===== src/rtl/scdb_pkg.sv =====
// Types and fixed constants of the sub-band / phantom blender.
package scdb_pkg;

    // coefficient fraction bits and unity in Q1.16
    localparam int          C_BITS     = 16;
    localparam logic [16:0] ONE_Q      = 17'h10000;
    // signed width of the short multiplier operand (coefficients, gains)
    localparam int          MB         = 18;
    localparam int          GAIN_FRAC  = 12;
    localparam int          WIDTH_FRAC = 14;
    // width stage is bypassed when |w - unity| * 100 <= unity
    localparam logic [15:0] WIDTH_UNITY   = 16'd16384;
    localparam logic [6:0]  WIDTH_TOL_MUL = 7'd100;

    // configuration port
    localparam int CFG_W = 17;

    typedef enum logic [2:0] {
        REG_LOWPASS_COEFF = 3'd0,
        REG_ATTACK_COEFF  = 3'd1,
        REG_RELEASE_COEFF = 3'd2,
        REG_DUCK_DEPTH    = 3'd3,
        REG_GHOST_AMOUNT  = 3'd4,
        REG_REPLACE_MODE  = 3'd5,
        REG_OUTPUT_GAIN   = 3'd6,
        REG_STEREO_WIDTH  = 3'd7
    } reg_idx_t;

    // register reset values
    localparam logic [15:0] RST_LOWPASS_COEFF = 16'd64853;
    localparam logic [15:0] RST_OUTPUT_GAIN   = 16'd4096;
    localparam logic [15:0] RST_STEREO_WIDTH  = 16'd16384;

    // word kinds carried in tuser bit 0
    localparam logic CMD_SIDECHAIN = 1'b0;
    localparam logic CMD_MIX       = 1'b1;

    // sequencer
    typedef enum logic [3:0] {
        ST_IDLE,
        ST_SC_LVL,
        ST_SC_DEP,
        ST_SC_ENV,
        ST_LP,
        ST_REP,
        ST_PHE,
        ST_PHG,
        ST_GAIN,
        ST_WID,
        ST_DONE
    } state_t;

    // passes of one shared multiply: high chunk, low chunk, write-back
    typedef enum logic [1:0] {
        PH_HI,
        PH_LO,
        PH_WB
    } phase_t;

endpackage


===== src/rtl/sub_crossover_duck_blend.sv =====
// Top level: stereo sub-band / phantom blender with sidechain ducking envelope.
// One shared multiplier; each product runs a high chunk, a low chunk and a write-back.
// Sidechain word: a level step, then the depth and envelope products. Mix word: 4 or 5
// products per channel (replace mode adds one), one more for the width stage, then the output load.
// Mix word with ghost amount zero goes straight to the output load. Next word is taken once the sequencer is idle.
// Reset: registers to defaults, filter state to zero, envelope to unity; no clearing pass.
module sub_crossover_duck_blend #(
    parameter int SAMPLE_BITS = 24
) (
    input  logic                                           clk,
    input  logic                                           rst_n,
    // configuration writes
    input  logic                                           cfg_we,
    input  scdb_pkg::reg_idx_t                             cfg_index,
    input  logic [scdb_pkg::CFG_W-1:0]                     cfg_data,
    // input words
    input  logic                                           s_tvalid,
    output logic                                           s_tready,
    // tdata: left_in, right_in, phantom_left, phantom_right
    input  logic [((4*SAMPLE_BITS+7)/8)*8-1:0]             s_tdata,
    // tuser: cmd, two_channels
    input  logic [1:0]                                     s_tuser,
    // result words
    output logic                                           m_tvalid,
    input  logic                                           m_tready,
    // tdata: left_out, right_out
    output logic [((2*SAMPLE_BITS+7)/8)*8-1:0]             m_tdata
);
    import scdb_pkg::*;

    localparam int SB     = SAMPLE_BITS;
    localparam int OUT_W  = ((2*SB+7)/8)*8;
    // wide multiplier operand, split into a low chunk of L bits and a high chunk of the rest
    localparam int WOP    = SB + 20;
    localparam int L      = (WOP + 1) / 2;
    localparam int ACC_W  = WOP + MB + 1;
    localparam int LPW    = SB + C_BITS;
    localparam int YW     = SB + 10;

    localparam logic signed [ACC_W-1:0] HALF16 = ACC_W'(1) <<< (C_BITS - 1);
    localparam logic signed [ACC_W-1:0] HALF_SC = ACC_W'(1) <<< (SB - 2);
    localparam logic signed [ACC_W-1:0] HALF_G = ACC_W'(1) <<< (GAIN_FRAC + C_BITS - 1);
    localparam logic signed [ACC_W-1:0] HALF_W = ACC_W'(1) <<< WIDTH_FRAC;
    localparam logic signed [YW-1:0]    SAT_HI = (YW'(1) <<< (SB - 1)) - YW'(1);
    localparam logic signed [YW-1:0]    SAT_LO = -SAT_HI - YW'(1);

    // configuration registers
    logic [15:0] lowpass_coeff_reg, attack_coeff_reg, release_coeff_reg;
    logic [16:0] duck_depth_reg, ghost_amount_reg;
    logic        replace_mode_reg;
    logic [15:0] output_gain_reg, stereo_width_reg;

    // control state
    state_t state_reg, state_next;
    phase_t phase_reg, phase_next;
    logic   ch_reg, ch_next;
    logic   out_valid_reg, out_valid_next;
    logic [16:0]            env_reg, env_next;
    logic signed [LPW-1:0]  st_reg [2];
    logic signed [LPW-1:0]  st_next;
    logic                   st_we;

    // payload
    logic                   stereo_reg, stereo_next;
    logic signed [SB-1:0]   l_reg, r_reg, pl_reg, pr_reg;
    logic signed [SB-1:0]   l_next, r_next, pl_next, pr_next;
    logic [SB-1:0]          lvl_reg, lvl_next;
    logic [16:0]            tgt_reg, tgt_next;
    logic [15:0]            coef_reg, coef_next;
    logic signed [WOP-1:0]  m_reg, m_next, t_reg, t_next;
    logic signed [ACC_W-1:0] acc_reg, acc_next;
    logic signed [YW-1:0]   yl_reg, yl_next, yr_reg, yr_next;
    logic signed [SB-1:0]   out_l_reg, out_l_next, out_r_reg, out_r_next;

    // datapath wires
    logic                    in_take;
    logic signed [SB-1:0]    x_cur, ph_cur;
    logic signed [LPW-1:0]   big_s, st_cur;
    logic signed [WOP-1:0]   mul_a;
    logic signed [MB-1:0]    mul_b;
    logic signed [L:0]       a_chunk;
    logic signed [L+MB:0]    prod;
    logic signed [ACC_W-1:0] acc_step;
    logic signed [ACC_W-1:0] acc_r16, acc_rsc, acc_rg;
    logic signed [ACC_W-1:0] lp_sum, rep_sum, env_sum;
    logic signed [ACC_W-1:0] wid_s, wid_l, wid_r;
    logic signed [19:0]      tgt_w;
    logic [SB-1:0]           abs_l, abs_r;
    logic signed [SB+17:0]   cmp_l, cmp_r;
    logic signed [17:0]      wd;
    logic [16:0]             wd_abs;
    logic [23:0]             wd_scaled;
    logic                    width_on;

    function automatic logic signed [SB-1:0] sat_y(input logic signed [YW-1:0] v);
        logic signed [YW-1:0] c;
        priority if (v > SAT_HI)
            c = SAT_HI;
        else if (v < SAT_LO)
            c = SAT_LO;
        else
            c = v;
        return SB'(c);
    endfunction

    assign s_tready = (state_reg == ST_IDLE);
    assign in_take  = s_tvalid && s_tready;
    assign m_tvalid = out_valid_reg;
    assign m_tdata  = OUT_W'({out_r_reg, out_l_reg});

    // configuration writes
    always_ff @(posedge clk or negedge rst_n)
    begin
        if (!rst_n)
        begin
            lowpass_coeff_reg <= RST_LOWPASS_COEFF;
            attack_coeff_reg  <= '0;
            release_coeff_reg <= '0;
            duck_depth_reg    <= '0;
            ghost_amount_reg  <= '0;
            replace_mode_reg  <= 1'b0;
            output_gain_reg   <= RST_OUTPUT_GAIN;
            stereo_width_reg  <= RST_STEREO_WIDTH;
        end
        else if (cfg_we)
        begin
            unique case (cfg_index)
                REG_LOWPASS_COEFF: lowpass_coeff_reg <= cfg_data[15:0];
                REG_ATTACK_COEFF:  attack_coeff_reg  <= cfg_data[15:0];
                REG_RELEASE_COEFF: release_coeff_reg <= cfg_data[15:0];
                REG_DUCK_DEPTH:    duck_depth_reg    <= cfg_data[16:0];
                REG_GHOST_AMOUNT:  ghost_amount_reg  <= cfg_data[16:0];
                REG_REPLACE_MODE:  replace_mode_reg  <= cfg_data[0];
                REG_OUTPUT_GAIN:   output_gain_reg   <= cfg_data[15:0];
                REG_STEREO_WIDTH:  stereo_width_reg  <= cfg_data[15:0];
            endcase
        end
    end

    // current channel operands
    assign x_cur  = ch_reg ? r_reg : l_reg;
    assign ph_cur = ch_reg ? pr_reg : pl_reg;
    assign big_s  = $signed({x_cur, {C_BITS{1'b0}}});
    assign st_cur = st_reg[ch_reg];

    // sidechain level: clamp to full scale is implicit, |x| never exceeds it
    assign abs_l = l_reg[SB-1] ? $unsigned(-l_reg) : $unsigned(l_reg);
    assign abs_r = r_reg[SB-1] ? $unsigned(-r_reg) : $unsigned(r_reg);

    // attack when level > 1 - envelope, both at level*2^16 scale
    assign cmp_l = $signed({2'b00, lvl_reg, {C_BITS{1'b0}}});
    assign cmp_r = (SB+18)'($signed(18'(ONE_Q)) - $signed({1'b0, env_reg})) <<< (SB - 1);

    // width stage in use
    assign wd        = $signed({2'b00, stereo_width_reg}) - $signed({2'b00, WIDTH_UNITY});
    assign wd_abs    = wd[17] ? 17'(-wd) : 17'(wd);
    assign wd_scaled = 24'(wd_abs) * 24'(WIDTH_TOL_MUL);
    assign width_on  = wd_scaled > 24'(WIDTH_UNITY);

    // operand selection for the shared multiplier
    always_comb
    begin
        mul_a = '0;
        mul_b = '0;
        unique case (state_reg)
            ST_SC_DEP:
            begin
                mul_a = WOP'($signed({1'b0, lvl_reg}));
                mul_b = $signed(MB'(duck_depth_reg));
            end
            ST_SC_ENV:
            begin
                mul_a = WOP'($signed({1'b0, env_reg}) - $signed({1'b0, tgt_reg}));
                mul_b = $signed(MB'(coef_reg));
            end
            ST_LP:
            begin
                mul_a = WOP'(st_cur) - WOP'(big_s);
                mul_b = $signed(MB'(lowpass_coeff_reg));
            end
            ST_REP:
            begin
                mul_a = WOP'(st_cur);
                mul_b = $signed(MB'(ONE_Q)) - $signed(MB'(ghost_amount_reg));
            end
            ST_PHE:
            begin
                mul_a = WOP'(ph_cur);
                mul_b = $signed(MB'(env_reg));
            end
            ST_PHG:
            begin
                mul_a = t_reg;
                mul_b = $signed(MB'(ghost_amount_reg));
            end
            ST_GAIN:
            begin
                mul_a = m_reg;
                mul_b = $signed(MB'(output_gain_reg));
            end
            ST_WID:
            begin
                mul_a = WOP'(yl_reg) - WOP'(yr_reg);
                mul_b = $signed(MB'(stereo_width_reg));
            end
            ST_IDLE, ST_SC_LVL, ST_DONE:
            begin
                mul_a = '0;
                mul_b = '0;
            end
        endcase
    end

    // shared multiply-accumulate: high chunk first, then low chunk
    assign a_chunk  = (phase_reg == PH_HI) ? (L+1)'($signed(mul_a[WOP-1:L]))
                                           : $signed({1'b0, mul_a[L-1:0]});
    assign prod     = a_chunk * mul_b;
    assign acc_step = (phase_reg == PH_HI) ? ACC_W'(prod)
                                           : (acc_reg <<< L) + ACC_W'(prod);

    // rounded write-back forms
    assign acc_r16 = (acc_reg + HALF16) >>> C_BITS;
    assign acc_rsc = (acc_reg + HALF_SC) >>> (SB - 1);
    assign acc_rg  = (acc_reg + HALF_G) >>> (GAIN_FRAC + C_BITS);
    assign lp_sum  = ACC_W'(big_s) + acc_r16;
    assign rep_sum = ACC_W'(big_s) - ACC_W'(st_cur) + acc_r16;
    assign env_sum = ACC_W'($signed({1'b0, tgt_reg})) + acc_r16;
    assign tgt_w   = $signed(20'(ONE_Q)) - 20'(acc_rsc);
    assign wid_s   = (ACC_W'(yl_reg) + ACC_W'(yr_reg)) <<< WIDTH_FRAC;
    assign wid_l   = (wid_s + acc_reg + HALF_W) >>> (WIDTH_FRAC + 1);
    assign wid_r   = (wid_s - acc_reg + HALF_W) >>> (WIDTH_FRAC + 1);

    // sequencer: next state and datapath loads
    always_comb
    begin
        state_next     = state_reg;
        phase_next     = phase_reg;
        ch_next        = ch_reg;
        out_valid_next = out_valid_reg;
        env_next       = env_reg;
        st_next        = lp_sum[LPW-1:0];
        st_we          = 1'b0;
        stereo_next    = stereo_reg;
        l_next         = l_reg;
        r_next         = r_reg;
        pl_next        = pl_reg;
        pr_next        = pr_reg;
        lvl_next       = lvl_reg;
        tgt_next       = tgt_reg;
        coef_next      = coef_reg;
        m_next         = m_reg;
        t_next         = t_reg;
        acc_next       = acc_reg;
        yl_next        = yl_reg;
        yr_next        = yr_reg;
        out_l_next     = out_l_reg;
        out_r_next     = out_r_reg;

        // result taken downstream
        if (out_valid_reg && m_tready)
            out_valid_next = 1'b0;

        // multiply passes
        if (phase_reg != PH_WB && state_reg != ST_IDLE && state_reg != ST_SC_LVL
            && state_reg != ST_DONE)
        begin
            acc_next   = acc_step;
            phase_next = (phase_reg == PH_HI) ? PH_LO : PH_WB;
        end

        unique case (state_reg)
            ST_IDLE:
            begin
                if (in_take)
                begin
                    l_next      = $signed(s_tdata[SB-1:0]);
                    r_next      = $signed(s_tdata[2*SB-1:SB]);
                    pl_next     = $signed(s_tdata[3*SB-1:2*SB]);
                    pr_next     = $signed(s_tdata[4*SB-1:3*SB]);
                    stereo_next = s_tuser[1];
                    ch_next     = 1'b0;
                    phase_next  = PH_HI;
                    priority if (s_tuser[0] == CMD_SIDECHAIN)
                        state_next = ST_SC_LVL;
                    else if (ghost_amount_reg == '0)
                    begin
                        // bypass: dry word passes unchanged
                        yl_next    = YW'($signed(s_tdata[SB-1:0]));
                        yr_next    = YW'($signed(s_tdata[2*SB-1:SB]));
                        state_next = ST_DONE;
                    end
                    else
                        state_next = ST_LP;
                end
            end
            ST_SC_LVL:
            begin
                lvl_next = (stereo_reg && abs_r > abs_l) ? abs_r : abs_l;
                if (ghost_amount_reg == '0 || duck_depth_reg == '0)
                    state_next = ST_IDLE;
                else
                    state_next = ST_SC_DEP;
            end
            ST_SC_DEP:
            begin
                if (phase_reg == PH_WB)
                begin
                    tgt_next   = tgt_w[19] ? 17'd0 : tgt_w[16:0];
                    coef_next  = (cmp_l > cmp_r) ? attack_coeff_reg : release_coeff_reg;
                    phase_next = PH_HI;
                    state_next = ST_SC_ENV;
                end
            end
            ST_SC_ENV:
            begin
                if (phase_reg == PH_WB)
                begin
                    env_next   = env_sum[16:0];
                    phase_next = PH_HI;
                    state_next = ST_IDLE;
                end
            end
            ST_LP:
            begin
                if (phase_reg == PH_WB)
                begin
                    st_we      = 1'b1;
                    m_next     = WOP'(big_s);
                    phase_next = PH_HI;
                    state_next = replace_mode_reg ? ST_REP : ST_PHE;
                end
            end
            ST_REP:
            begin
                if (phase_reg == PH_WB)
                begin
                    m_next     = WOP'(rep_sum);
                    phase_next = PH_HI;
                    state_next = ST_PHE;
                end
            end
            ST_PHE:
            begin
                if (phase_reg == PH_WB)
                begin
                    // phantom times envelope, kept exact
                    t_next     = WOP'(acc_reg);
                    phase_next = PH_HI;
                    state_next = ST_PHG;
                end
            end
            ST_PHG:
            begin
                if (phase_reg == PH_WB)
                begin
                    m_next     = m_reg + WOP'(acc_r16);
                    phase_next = PH_HI;
                    state_next = ST_GAIN;
                end
            end
            ST_GAIN:
            begin
                if (phase_reg == PH_WB)
                begin
                    if (ch_reg)
                        yr_next = YW'(acc_rg);
                    else
                        yl_next = YW'(acc_rg);
                    phase_next = PH_HI;
                    priority if (!ch_reg && stereo_reg)
                    begin
                        ch_next    = 1'b1;
                        state_next = ST_LP;
                    end
                    else if (stereo_reg && width_on)
                        state_next = ST_WID;
                    else
                        state_next = ST_DONE;
                end
            end
            ST_WID:
            begin
                if (phase_reg == PH_WB)
                begin
                    yl_next    = YW'(wid_l);
                    yr_next    = YW'(wid_r);
                    phase_next = PH_HI;
                    state_next = ST_DONE;
                end
            end
            ST_DONE:
            begin
                // wait for a free output slot; mono echoes the right input
                if (!out_valid_reg || m_tready)
                begin
                    out_l_next     = sat_y(yl_reg);
                    out_r_next     = stereo_reg ? sat_y(yr_reg) : r_reg;
                    out_valid_next = 1'b1;
                    state_next     = ST_IDLE;
                end
            end
        endcase
    end

    // control and state registers
    always_ff @(posedge clk or negedge rst_n)
    begin
        if (!rst_n)
        begin
            state_reg     <= ST_IDLE;
            phase_reg     <= PH_HI;
            ch_reg        <= 1'b0;
            out_valid_reg <= 1'b0;
            env_reg       <= ONE_Q;
            st_reg[0]     <= '0;
            st_reg[1]     <= '0;
        end
        else
        begin
            state_reg     <= state_next;
            phase_reg     <= phase_next;
            ch_reg        <= ch_next;
            out_valid_reg <= out_valid_next;
            env_reg       <= env_next;
            if (st_we)
                st_reg[ch_reg] <= st_next;
        end
    end

    // payload registers
    always_ff @(posedge clk)
    begin
        stereo_reg <= stereo_next;
        l_reg      <= l_next;
        r_reg      <= r_next;
        pl_reg     <= pl_next;
        pr_reg     <= pr_next;
        lvl_reg    <= lvl_next;
        tgt_reg    <= tgt_next;
        coef_reg   <= coef_next;
        m_reg      <= m_next;
        t_reg      <= t_next;
        acc_reg    <= acc_next;
        yl_reg     <= yl_next;
        yr_reg     <= yr_next;
        out_l_reg  <= out_l_next;
        out_r_reg  <= out_r_next;
    end

endmodule


===== config.mk =====
export PLATFORM = sky130hd
export DESIGN_NAME = sub_crossover_duck_blend
export DESIGN_NICKNAME = d
export VERILOG_FILES = /design/src/rtl/scdb_pkg.sv /design/src/rtl/sub_crossover_duck_blend.sv
export SDC_FILE = /design/constraint.sdc
export NUM_CORES = 2
export LEC_CHECK = 0
export BUFFER_PORTS_ARGS = -buffer_cell sky130_fd_sc_hd__buf_2
export CORE_MARGIN = 1
export CORE_UTILIZATION = 51
export CTS_CLUSTER_SIZE = 28
export DETAILED_ROUTE_END_ITERATION = 10
export GPL_TIMING_DRIVEN = 0
export PLACE_DENSITY_LB_ADDON = 0.05
export SYNTH_ARGS = -nofsm -noshare
export SYNTH_HDL_FRONTEND = slang
export SYNTH_SLANG_ARGS = --single-unit

===== constraint.sdc =====
create_clock -name clk -period 41.8 [get_ports clk]
set_input_delay 6.27 -clock clk [delete_from_list [all_inputs] [get_ports clk]]
set_output_delay 6.27 -clock clk [all_outputs]
set_load 0.02 [all_outputs]

==> metrics.md <==
| Metric | Value |
|---|---|
| CTS root buf | clkbuf_16 |
| Worst setup EP type | flop |
| Largest register FFs | 80 |
| Final Hold Viols | 0 |
| Sequential area share after synthesis | 0.265 |
| Failing checks | max-capacitance violations, max-slew violations |
| Post-synth ARST share | 0.344 |
| Synth-to-Final Area Change | 9.26% |
| Delay of the slowest critical-path stage | 1.26 ns |
| Status | finished with violations |
| Post-Syn Instances | 7,392 |
| Initial antenna violation count | 16 |
| Hold Path Class | flop to flop |
| Final routed DRC violation total | 0 |
| Met1 usage | 0.543 |
| Top cells by area, synth | edfxtp_1 18%, fa_1 13%, ha_1 12% |
| DR pass1 iterations | 7 |
| H-tree Lvls | 3 |
| Final clock period utilization by the worst path | 0.444 |
| Starting DRT DRC Count | 7,522 |
| Worst setup SP type | flop |
| Post-layout util | 0.561 |
| Hold Startpoint | st_reg[66]$_DFFE_PN0P_ |
| GR Util All Layers | 0.425 |
| Cell taking the most area after synthesis | edfxtp_1 |
| Initial Util | 0.514 |
| Worst path slowest cell | o21ai_1 |
| GR peak layer | met2 |
| Die H | 368 um |
| Setup violators final | 0 |
| Register bit total from synthesis | 640 |
| Most frequent cell after synthesis | inv_1 |
| Ratio of cells with drive above 1 in the final layout | 0.0939 |
| CTS Buf Count | 76 |
| Area of the multi-input gates | 0.0462 sq mm |
| Final worst setup slack | 23.25 ns |
| Post-cts sizing count | 0 |
| Clock transition at the registers of the reported paths | 0.06 ns |
| Final ANT Viol Nets | 0 |
| Setup_tns | 0 ns |
| Largest net degree at the start of global routing | 125 |
| Grt met3 use | 0.0837 |
| Unrepaired setup endpoints after global routing | false |
| Number of global-route vias before repair | 58,400 |
| Post-detailed-route wirelength per cell | 30.7 um |
| Fmax | 53.9 MHz |
| Post-synth top area share | 0.184 |
| Synth Flop Type | edfxtp_1 |
| Vias/cell | 6.36 |
| Synth Cell Area | 0.0685 sq mm |
| CTS tree | yes |
| Num ports | 173 |
| Placed Area | 0.0722 sq mm |
| Core ar. | 0.133 sq mm |
| Max Clock Skew | 0.0728 ns |
| Final Cell Area | 0.0748 sq mm |
| Critical Path AT | 19.00 ns |
| Crit Path Class | flop to flop |
| Routed WL | 292 mm |
| Reg2reg setup slack | 23.25 ns |
| Die footprint | 0.136 sq mm |
| CTS sink cnt | 640 |
| Die W | 368 um |
| RR Startpoint | ch_reg$_DFFE_PN0P_ |
| Max Slew Vio Count | 12 |
| Worst-Skew Late Latency | 0.74 ns |
| DP Worst Slack | 23.67 ns |
| Netlist cell types | 112 |
| Post-synth EDFFs | 420 |
| First-pass GRT wire length | 413 mm |
| Hold Buf Count CTS | 0 |
| Max-Cap Viols | 7 |
| Met2 Resource Use GR | 0.653 |
| Setup Fix Bufs, Post-CTS | 0 |
| Vias | 60,500 |
| Synth top cells by count | 816 x inv_1, 682 x nand2_1, 659 x ha_1 |
| Routability cong. | 1.07 |
| Mapped Nets | 8,633 |
| Remaining Overflow, GRT | 0 |
| Longest Clk Path Bufs | 3 |
| Syn_area_per_cell | 9.26 sq um |
| Yosys warns | 0 |
| CP Max Fanout | 17 |
| Most used cell, CP | fa_1 |
| Min Tclk post-route | 18.55 ns |
| Worst Setup SP | ch_reg$_DFFE_PN0P_ |
| # fillers | 12,200 |
| Port bufs | 169 |
| FP Rows | 134 |
| Number of nets in the layout | 8,919 |
| Area occupied by registers | 0.0181 sq mm |
| Post-DP HPWL | 241 mm |
| WP data required | 42.25 ns |
| Least-Margin Pin Slew | 1.65 ns |
| Max_slew headroom | -0.127 |
## cell usage in the layout (no fill, tap or decap), types with 158 or more instances in the layout
cell type | Yosys | routed
clkbuf_1 | 188 | 203
a21oi_1 | 401 | 401
xnor2_1 | 357 | 348
fa_1 | 459 | 459
edfxtp_1 | 420 | 420
dfrtp_1 | 206 | 206
xor2_1 | 159 | 158
mux2_2 | 181 | 181
nor2_1 | 503 | 500
nand2_1 | 682 | 682
ha_1 | 659 | 659
inv_1 | 816 | 816
a21o_1 | 203 | 203
buf_2 | 53 | 225
o21ai_0 | 401 | 400
## kinds of logic after synthesis
kind of cell / Yosys count / synth area share
simple gates: 1968 / 0.137
mux: 276 / 0.0437
fa+ha+maj: 1118 / 0.255
buf+inv: 1104 / 0.0626
xor+xnor: 519 / 0.0669
flops: 640 / 0.265
compound gates: 1767 / 0.170
## final timing paths
path                                                endpoint  cells after the start
max                                    acc_reg[61]$_DFFE_PP_                     50
min in group asynchronous             st_reg[20]$_DFFE_PN0P_                      1
min                                   st_reg[66]$_DFFE_PN0P_                      2
max reg2reg                            acc_reg[61]$_DFFE_PP_                     50
max in group asynchronous  release_coeff_reg[11]$_DFFE_PN0P_                      2
min reg2reg                           st_reg[66]$_DFFE_PN0P_                      2
## worst max-delay path: cells and delay by family, from the launching register on
family | cells | cell delay, ns
adders and majority gates | 9 | 4.14
DFF | 1 | 0.32
xor gates and xnor gates | 3 | 0.61
and+or+nand+nor | 5 | 0.84
buffers and inverters | 13 | 4.30
AOI/OAI and AO/OA | 18 | 6.88
muxes | 2 | 1.14
## metal layers
layer  up-vias  share of wire
met5         -        0.00013
met1     29900           0.39
met4         6          0.082
li1      26400              -
met3       851          0.096
met2      3354           0.44
## layout make-up
| class | count | area share |
|---|---|---|
| tap | 1768 | 0.0296 |
| antenna | 4 | 0.000134 |
| sequential | 640 | 0.242 |
| clock buffer | 100 | 0.0281 |
| clock inverter | 41 | 0.00642 |
| inverter | 819 | 0.0411 |
| buffer | 285 | 0.0162 |
| multi-input combinational | 5648 | 0.618 |
| timing repair buffer | 208 | 0.0176 |
## through the flow
stage,std cells,hold WS (ns)
4_1_cts,9508,0.483
2_1_floorplan,7392,0.442
3_3_place_gp,9329,0.454
6_report,9513,0.476
5_1_grt,9509,0.504
3_5_place_dp,9367,0.462
Power is not shown: default switching activity piles up to over one toggle a cycle in this logic, so the estimate is an artifact.
